==> src/rtl/core/gpbc_pkg.sv <==
// Shared types and constants for the glyph pixel blend and clip unit.
package gpbc_pkg;

    localparam int COORD_BITS = 12;
    localparam int REG_BITS   = 13;
    localparam int ADDR_BITS  = 24;
    localparam int CHAN_BITS  = 8;
    localparam int CFG_IDX_BITS = 2;

    localparam logic [CHAN_BITS-1:0] ALPHA_FULL  = 8'hff;
    localparam logic [CHAN_BITS-1:0] ALPHA_ZERO  = 8'h00;
    localparam logic [15:0]          ROUND_BIAS  = 16'h0080;
    localparam logic [7:0]           OPAQUE      = 8'hff;

    localparam logic [CFG_IDX_BITS-1:0] REG_SURFACE_WIDTH  = 2'd0;
    localparam logic [CFG_IDX_BITS-1:0] REG_SURFACE_HEIGHT = 2'd1;
    localparam logic [CFG_IDX_BITS-1:0] REG_ROW_STRIDE     = 2'd2;

    localparam logic [REG_BITS-1:0] RST_SURFACE_WIDTH  = 13'd640;
    localparam logic [REG_BITS-1:0] RST_SURFACE_HEIGHT = 13'd480;
    localparam logic [REG_BITS-1:0] RST_ROW_STRIDE     = 13'd640;

    typedef enum logic {
        KIND_FILL  = 1'b0,
        KIND_BLEND = 1'b1
    } pixel_kind_t;

    typedef enum logic [1:0] {
        MODE_BG  = 2'd0,
        MODE_FG  = 2'd1,
        MODE_MIX = 2'd2
    } mix_mode_t;

    typedef struct packed {
        logic                  kind;
        logic [COORD_BITS-1:0] pos_x;
        logic [COORD_BITS-1:0] pos_y;
        logic [7:0]            coverage;
        logic [23:0]           fg_color;
        logic [23:0]           bg_color;
    } item_t;

    typedef struct packed {
        logic                 write_enable;
        logic [ADDR_BITS-1:0] word_address;
        logic [31:0]          pixel_value;
    } result_t;

    typedef struct packed {
        logic [REG_BITS-1:0] surface_width;
        logic [REG_BITS-1:0] surface_height;
        logic [REG_BITS-1:0] row_stride;
    } surface_cfg_t;

endpackage

==> src/rtl/core/gpbc_mix.sv <==
// Three-stage blend of one 8-bit color channel by coverage.
module gpbc_mix
    import gpbc_pkg::*;
(
    input  logic                 clk,
    input  mix_mode_t            mode,
    input  logic [CHAN_BITS-1:0] coverage,
    input  logic [CHAN_BITS-1:0] fg,
    input  logic [CHAN_BITS-1:0] bg,
    output logic [CHAN_BITS-1:0] chan
);

    // stage 1: products
    logic [15:0]          prod_f_reg, prod_b_reg;
    logic [CHAN_BITS-1:0] fg1_reg, bg1_reg;
    mix_mode_t            mode1_reg;
    // stage 2: rounded sum
    logic [15:0]          sum_reg;
    logic [CHAN_BITS-1:0] fg2_reg, bg2_reg;
    mix_mode_t            mode2_reg;
    // stage 3: result
    logic [CHAN_BITS-1:0] chan_reg;

    logic [15:0]          corr;
    logic [CHAN_BITS-1:0] chan_next;

    always_ff @(posedge clk)
    begin
        prod_f_reg <= 16'(fg) * 16'(coverage);
        prod_b_reg <= 16'(bg) * 16'(ALPHA_FULL - coverage);
        fg1_reg    <= fg;
        bg1_reg    <= bg;
        mode1_reg  <= mode;

        sum_reg   <= prod_f_reg + prod_b_reg + ROUND_BIAS;
        fg2_reg   <= fg1_reg;
        bg2_reg   <= bg1_reg;
        mode2_reg <= mode1_reg;

        chan_reg <= chan_next;
    end

    assign corr = sum_reg + {8'd0, sum_reg[15:8]};

    always_comb
    begin
        unique case (mode2_reg)
            MODE_BG:  chan_next = bg2_reg;
            MODE_FG:  chan_next = fg2_reg;
            MODE_MIX: chan_next = corr[15:8];
            default:  chan_next = bg2_reg;
        endcase
    end

    assign chan = chan_reg;

endmodule

==> src/rtl/core/gpbc_addr.sv <==
// Three-stage word address computation and surface clip test.
module gpbc_addr
    import gpbc_pkg::*;
(
    input  logic                  clk,
    input  surface_cfg_t          cfg,
    input  logic [COORD_BITS-1:0] pos_x,
    input  logic [COORD_BITS-1:0] pos_y,
    output logic                  write_enable,
    output logic [ADDR_BITS-1:0]  word_address
);

    localparam int PROD_BITS = COORD_BITS + REG_BITS;

    logic [PROD_BITS-1:0]  prod_reg;
    logic [COORD_BITS-1:0] x1_reg;
    logic                  we1_reg;
    logic [ADDR_BITS-1:0]  addr2_reg;
    logic                  we2_reg;
    logic [ADDR_BITS-1:0]  addr3_reg;
    logic                  we3_reg;

    logic                  in_surface;
    logic [PROD_BITS:0]    sum;

    assign in_surface = ({1'b0, pos_x} < REG_BITS'(cfg.surface_width))
                     && ({1'b0, pos_y} < REG_BITS'(cfg.surface_height));
    assign sum        = {1'b0, prod_reg} + (PROD_BITS+1)'(x1_reg);

    always_ff @(posedge clk)
    begin
        prod_reg  <= PROD_BITS'(pos_y) * PROD_BITS'(cfg.row_stride);
        x1_reg    <= pos_x;
        we1_reg   <= in_surface;

        addr2_reg <= sum[ADDR_BITS-1:0];
        we2_reg   <= we1_reg;

        addr3_reg <= addr2_reg;
        we3_reg   <= we2_reg;
    end

    assign write_enable = we3_reg;
    assign word_address = addr3_reg;

endmodule

==> src/rtl/core/glyph_pixel_blend_clip_unit.sv <==
// Top level: config registers, pixel pipeline valid tracking and result packing.
// The done strobe of an accepted start leaves the last of three valid register stages with its
// result. Throughput: one pixel per clock; busy is never raised. Each channel blend unit has
// three register stages (multiply, add, round/select); the address unit has three (multiply, add, output).
// Reset: rst_n clears valid bits and restores width 640, height 480, stride 640.
// done marks each result for one cycle; the receiver cannot stall.
module glyph_pixel_blend_clip_unit
    import gpbc_pkg::*;
(
    input  logic                    clk,
    input  logic                    rst_n,
    input  logic                    start,
    output logic                    busy,
    input  item_t                   item,
    output logic                    done,
    output result_t                 result,
    input  logic                    cfg_we,
    input  logic [CFG_IDX_BITS-1:0] cfg_index,
    input  logic [REG_BITS-1:0]     cfg_data
);

    surface_cfg_t cfg_reg;
    logic [2:0]   valid_reg;
    logic [2:0]   valid_next;
    logic         take;
    mix_mode_t    mode;
    logic         addr_we;
    logic [ADDR_BITS-1:0] addr;
    logic [CHAN_BITS-1:0] chan_r, chan_g, chan_b;

    assign busy = 1'b0;
    assign take = start && !busy;

    always_ff @(posedge clk or negedge rst_n)
    begin
        if (!rst_n)
        begin
            cfg_reg.surface_width  <= RST_SURFACE_WIDTH;
            cfg_reg.surface_height <= RST_SURFACE_HEIGHT;
            cfg_reg.row_stride     <= RST_ROW_STRIDE;
        end
        else if (cfg_we)
        begin
            if (cfg_index == REG_SURFACE_WIDTH)
                cfg_reg.surface_width <= cfg_data;
            if (cfg_index == REG_SURFACE_HEIGHT)
                cfg_reg.surface_height <= cfg_data;
            if (cfg_index == REG_ROW_STRIDE)
                cfg_reg.row_stride <= cfg_data;
        end
    end

    assign valid_next = {valid_reg[1:0], take};

    always_ff @(posedge clk or negedge rst_n)
    begin
        if (!rst_n)
            valid_reg <= '0;
        else
            valid_reg <= valid_next;
    end

    always_comb
    begin
        priority if (item.kind == KIND_FILL || item.coverage == ALPHA_ZERO)
            mode = MODE_BG;
        else if (item.coverage == ALPHA_FULL)
            mode = MODE_FG;
        else
            mode = MODE_MIX;
    end

    gpbc_mix u_mix_r (
        .clk      (clk),
        .mode     (mode),
        .coverage (item.coverage),
        .fg       (item.fg_color[23:16]),
        .bg       (item.bg_color[23:16]),
        .chan     (chan_r)
    );

    gpbc_mix u_mix_g (
        .clk      (clk),
        .mode     (mode),
        .coverage (item.coverage),
        .fg       (item.fg_color[15:8]),
        .bg       (item.bg_color[15:8]),
        .chan     (chan_g)
    );

    gpbc_mix u_mix_b (
        .clk      (clk),
        .mode     (mode),
        .coverage (item.coverage),
        .fg       (item.fg_color[7:0]),
        .bg       (item.bg_color[7:0]),
        .chan     (chan_b)
    );

    gpbc_addr u_addr (
        .clk          (clk),
        .cfg          (cfg_reg),
        .pos_x        (item.pos_x),
        .pos_y        (item.pos_y),
        .write_enable (addr_we),
        .word_address (addr)
    );

    assign done                = valid_reg[2];
    assign result.write_enable = addr_we;
    assign result.word_address = addr;
    assign result.pixel_value  = {OPAQUE, chan_r, chan_g, chan_b};

endmodule

==> config.mk <==
export PLATFORM = sky130hd
export DESIGN_NAME = glyph_pixel_blend_clip_unit
export DESIGN_NICKNAME = d
export VERILOG_FILES = /design/src/rtl/core/gpbc_pkg.sv /design/src/rtl/core/gpbc_mix.sv /design/src/rtl/core/gpbc_addr.sv /design/src/rtl/core/glyph_pixel_blend_clip_unit.sv
export SDC_FILE = /design/constraint.sdc
export NUM_CORES = 2
export LEC_CHECK = 0
export ABC_AREA = 0
export BUFFER_PORTS_ARGS = -buffer_cell sky130_fd_sc_hd__buf_2
export CORE_UTILIZATION = 23
export DETAILED_ROUTE_END_ITERATION = 7
export PLACE_DENSITY = 0.38
export SLEW_MARGIN = 20
export SYNTH_ARGS = -nofsm -noshare
export SYNTH_HDL_FRONTEND = slang
export SYNTH_HIERARCHICAL = 1
export SYNTH_SLANG_ARGS = --single-unit
==> constraint.sdc <==
create_clock -name clk -period 4.85 [get_ports clk]
set_clock_uncertainty 0.05 [all_clocks]
set_input_delay 0.97 -clock clk [delete_from_list [all_inputs] [get_ports clk]]
set_output_delay 0.97 -clock clk [all_outputs]
set_load 0.02 [all_outputs]
### Yosys cells after proc, flatten, opt, wreduce, memory -nomap -nowiden

Cells that the tools add are included.

| storage, ports and cells | value |
|---|---|
| bits in registers | 397 |
| input bits | 100 |
| output and inout port bits | 59 |
| logic and storage cells | 74 |

| operators by class | value |
|---|---|
| $add $sub $neg | 11 |
| $mul | 7 |
| magnitude comparators | 2 |
| equality and inequality tests | 5 |
| mux-type cells | 4 |
| bitwise logic cells | 1 |
| reductions and logical operators | 7 |

Operators by type and width:

| cell | count |
|---|---|
| $add A16 B16 Y16 | 3 |
| $add A16 B8 Y16 | 3 |
| $add A16 B8 Y16 const B | 3 |
| $mul A8 B16 Y16 | 3 |
| $mul A8 B8 Y16 | 3 |
| $pmux W8 S2 | 3 |
| $lt A12 B13 Y1 | 2 |
| $add A24 B12 Y24 | 1 |
| $mul A12 B13 Y24 | 1 |
| $sub A8 B8 Y9 const A | 1 |
| $eq A8 B8 Y1 const B | 1 |
| $logic_not A8 Y1 | 1 |
| $reduce_and A2 Y1 | 3 |
| $eq A2 B1 Y1 const B | 2 |
| $eq A2 B2 Y1 const B | 2 |
| $logic_not A2 Y1 | 1 |
| $mux W2 | 1 |
| $logic_and A1 B1 Y1 | 1 |
| $logic_or A1 B1 Y1 | 1 |
| $not A1 Y1 | 1 |

### Logic depth before layout (Yosys ltp)

| depth | value |
|---|---|
| depth after elaboration | 2 |
| depth in mapped cells | 20 |
| depth with buffers taken out | 19 |

### Hierarchy

Netlist, hierarchy kept.

Modules (own cells, without submodules):

| module | times used | cells an instance | area an instance (um^2) | seq. area each (um^2) |
|---|---|---|---|---|
| gpbc_addr | 1 | 869 | 8052.7 | 1741.7 |
| gpbc_mix (u_mix_g) | 1 | 777 | 7561.0 | 1841.8 |
| gpbc_mix (u_mix_b) | 1 | 738 | 7380.8 | 1841.8 |
| gpbc_mix (u_mix_r) | 1 | 746 | 7359.6 | 1841.8 |
| glyph_pixel_blend_clip_unit | 1 | 107 | 1677.9 | 1061.0 |

### Worst setup path before layout

Ideal clock, no wire load.

| path | value |
|---|---|
| path type | input-to-reg |
| from | input port item[61] in the netlist's numbering |
| to | register u_addr.prod_reg[23] |
| setup time | 0.118 ns |
| arrival | 5.415 ns |
| required time | 4.682 ns |
| slack | -0.733 ns |
| stages on the path | 18 |
| buffers on the path | 1 |
| cells stage by stage | clkbuf_1 nand2_1 fa_1 fa_1 fa_1 inv_1 fa_1 inv_1 fa_1 inv_1 ha_1 o21a_1 o21a_1 a31oi_1 nor2b_1 a21oi_1 a311o_1 xnor2_1 |

| on the way | value |
|---|---|
| word-level cells in the longest chain between the ends | 1 |

Ends and longest elaborated chain:

| what | line | text |
|---|---|---|
| from (decl) | glyph_pixel_blend_clip_unit.sv:14 | `input item_t item,` |
| $mul A12 B13 Y24 | gpbc_addr.sv:32 | `prod_reg <= PROD_BITS'(pos_y) * PROD_BITS'(cfg.row_stride);` |
| to (signal assigned) | gpbc_addr.sv:32 |  |
| to (decl) | gpbc_addr.sv:15 | `logic [PROD_BITS-1:0] prod_reg;` |

Every way passes these cells.
A chain may end at the register's enable or synchronous reset.

### Worst setup path in the final report

Same ends and word-level chain as after synthesis.

==> reports/qor_table.md <==
| Quantity | This run | Unit |
|:---|:---|:---|
| Outcome | finished with violations | - |
| Failing checks | setup timing | - |
| Critical-path cell with the highest stage delay | fa_2 | - |
| Worst R2R Setup Slack | -80 | ps |
| Die H | 375.2 | um |
| Instance count of the mapped netlist | 3237 | - |
| Critical path data arrival time | 5430 | ps |
| Peak Freq | 0.2016 | GHz |
| Kind of path behind the tightest hold check | reg -> reg | - |
| Via density per instance | 4.057 | - |
| Total half-perimeter wirelength after legalization and detailed placement | 73120 | um |
| Post-detailed-placement cell area | 37810 | um^2 |
| Stage delay of the slowest cell on the critical path | 550 | ps |
| Share of the synthesized area in compound gates (AO/OA/AOI/OAI) | 0.08433 | - |
| Total setup violations reported at the end of the flow | 2 | - |
| Reg clk slew, reported paths | 70 | ps |
| Grt total ovfl | 0 | - |
| Time the final worst path needs with I/O delays and setup | 4960 | ps |
| Flip-flop and latch count after synthesis | 405 | - |
| I/O Pins | 159 | - |
| Hold violation count in the final report | 0 | - |
| Netlist Area Pre-Place | 32030 | um^2 |
| Row count | 136 | - |
| Count of distinct cell types in the synthesized netlist | 87 | - |
| Number of antenna violations at the first check in global routing | 22 | - |
| Post-detailed-route DRC marker count | 0 | - |
| Width of the chip | 375.2 | um |
| Clock tree from TritonCTS | built | - |
| Cell family contributing the most delay on the critical path | adder cells | - |
| Cell type with the highest aggregate area in the netlist | dfxtp_1 | - |
| Critical path startpoint category | primary input | - |
| Placeable core area | 137800 | um^2 |
| Max IR drop VDD | 0.9696 | mV |
| Post-synthesis async set-or-reset flop share | 0.1037 | - |
| Via total after detailed routing | 22620 | - |
| Crit. Startpoint | item[61] | - |
| Antenna Nets Post-Route | 0 | - |
| Vias in the first global route | 23730 | - |
| Area of all placed cells without fillers | 39970 | um^2 |
| Leading register cell type out of synthesis | dfxtp_1 | - |
| Longest Clk Path Bufs | 3 | - |
| Crit path kind | in -> reg | - |
| Wire length reported by the detailed router | 87740 | um |
| Top cells by area in the synthesized netlist | dfxtp_1 (23%), fa_1 (21%), ha_1 (17%) | - |
| Clock sink count | 405 | - |
| Largest register FFs | 39 | - |
| Worst Setup Slack, final | -110.1 | ps |
| Part of the Yosys area used for sequential elements | 0.2600 | - |
| Setup crit end | u_addr/prod_reg[23] | - |
| Wire length per cell | 15.74 | um |
| Post-route clock period utilization | 1.023 | - |
| Post-synth EDFFs | 0 | - |
| Highest net fanout along the worst path | 8 | - |
| Startpoint of the worst-slack reg-to-reg timing path | cfg_reg[4] | - |
| Warnings, synthesis | 6 | - |
| Global-route wire length before repair | 138800 | um |
| Worst-path cell chain | clkbuf_4 > nand2_1 > fa_1 > fa_2 > inv_2 > ha_4 > inv_2 > fa_1 > inv_2 > fa_1 > ha_4 > o211ai_1 > o211ai_1 > a31oi_4 > nor2b_2 > a21oi_2 > a311o_1 > xnor2_1 | - |
| Total power per unit cell area | 756.1 | nW/um^2 |
| Initial Util | 0.2324 | - |
| Number of buffers inserted during clock tree synthesis | 51 | - |
| Slew HR | 0.4775 | - |
| Mean post-synth cell area | 9.896 | um^2 |
| Mux contribution to synthesized area | 0.01437 | - |
| Yosys top cell area share | 0.2269 | - |
| Layout area overhead | 24.77 | % |
| Count of buffers inserted at the top-level ports | 149 | - |
| Final weighted congestion of routability-driven global placement | 0.7855 | - |
| Fraction of the mapped netlist area in simple logic gates | 0.1460 | - |
| Share of the synthesized netlist area taken by xor and xnor gates | 0.04457 | - |
| CP required | 5320 | ps |
| Synth cell count leaders | inv_1 (556), ha_1 (430), dfxtp_1 (363) | - |
| Sum of negative setup slack | -122.8 | ps |
| Proportion of layout cells with a drive suffix above 1 | 0.2073 | - |
| Insertion delay to the later sink of the worst-skew pair | 640 | ps |
| CTS hold repair buffers | 0 | - |
| Critical path depth in cells | 18 | - |
| # H-tree levels | 2 | - |
| Number of slew-limit violations in the final report | 0 | - |
| Depth of the worst register-to-register path | 20 | - |
| DR pass1 iterations | 5 | - |
| Reg-to-reg endpoint | u_addr/prod_reg[23] | - |
| Main combinational cell family by area after synthesis | adder cells | - |
| Dominant cell by count in the synthesized netlist | inv_1 | - |
| Largest net degree at the start of global routing | 43 | - |
| Gr usage total | 0.1272 | - |
| Root cell of the clock tree | clkbuf_16 | - |
| Number of buffer and inverter stages on the critical path | 4 | - |
| Count of nets after finishing | 4598 | - |
| Setup repair after global routing missed its margin | true | - |
| Transition time of the tightest slew-check pin | 781.5 | ps |
| Initial DRC Count | 873 | - |
| Area of the die | 140800 | um^2 |
| Leakage dissipation | 19.57 | nW |
| Crit path capture type | register | - |
| Arithmetic-cell share of the synthesized area counting full adders, half adders and majority gates | 0.3755 | - |
| Number of max-cap violations | 0 | - |
-- cells by family after synthesis --
group,after synthesis
buf+inv,627
xor+xnor,163
other cells,2
simple gates,854
compound gates,383
fa+ha+maj,762
mux,41
flops,405
-- routing by layer --
metal	up-vias	global-route usage	share of wire
met5	-	0	0.00095
met4	14	0.02942	0.018
met3	100	0.01990	0.036
met2	281	0.1962	0.43
met1	10840	0.1847	0.52
li1	11380	-	-
-- stage by stage --
step	worst slack [ps]	instances	util	hold WS, ps	total power [W]
final	-110.1	5576	0.2900	274.0	0.03022
after global routing	-249.9	5573	0.2899	276.2	0.03339
after CTS	-66.11	5568	0.2884	274.1	0.03025
after detailed placement	-808.1	5464	0.2743	262.1	0.02531
after global placement	-784.0	5464	0.2743	259.7	0.02545
after floorplan	-408.2	3244	-	259.6	0.01848
-- how the worst min path moves through the flow --
stage	cells after the start	start	to	slack (ps)
CTS	0	u_mix_g/fg1_reg[5]	u_mix_g/fg2_reg[5]	270
global placement	0	u_addr/addr2_reg[0]	u_addr/word_address[0]	260
detailed placement	0	u_mix_b/bg1_reg[4]	u_mix_b/bg2_reg[4]	260
finish	0	u_mix_g/fg1_reg[5]	u_mix_g/fg2_reg[5]	270
global route	1	rst_n	cfg_reg[4]	280
floorplan	0	u_addr/we1_reg	u_addr/we2_reg	260
-- area by class of cell --
class / count / area (um^2)
Tap cell: 1794 / 2245
Inverter: 556 / 2087
Clock inverter: 31 / 407.9
Sequential cell: 405 / 8338
Clock buffer: 64 / 1386
Timing Repair Buffer: 510 / 3732
Fill cell: 14670 / 97870
Multi-Input combinational cell: 2212 / 21760
Antenna cell: 4 / 10.01
-- power by group --
| group | switching, W | total (W) | internal [W] |
|---|---|---|---|
| combinational | 0.0105 | 0.0210 | 0.0105 |
| sequential | 0.000587 | 0.00518 | 0.00459 |
| clock | 0.00166 | 0.00405 | 0.00239 |
| total | 0.0127 | 0.0302 | 0.0175 |
-- timing repair --
action	in CTS	in global routing
endpoints found under the setup margin	7	19
hold endpoints to repair	0	0
resized for setup	21	55
pin swaps	24	38
buffers inserted	10	4
-- cells in the final DEF (no fill, tap or decap), types with 16 or more instances in the layout --
cell type  count
mux2_2        40
clkbuf_16     52
nor2b_1      139
xor2_1        53
inv_1        540
and3_1        17
nor2_1        75
buf_4        334
and2_1       210
nand4_1       16
nor3_1        26
nand2b_1      81
a211oi_1      22
ha_4          18
a21oi_1       94
o21a_1        22
dfxtp_1      363
nand3_1       35
inv_2         16
buf_12        17
a21o_1        54
o21ai_0       43
ha_1         410
fa_1         321
xnor2_1      110
buf_2        143
nand2_1      189
dfrtp_1       26
No activity file was read; power rests on OpenSTA's default activity.
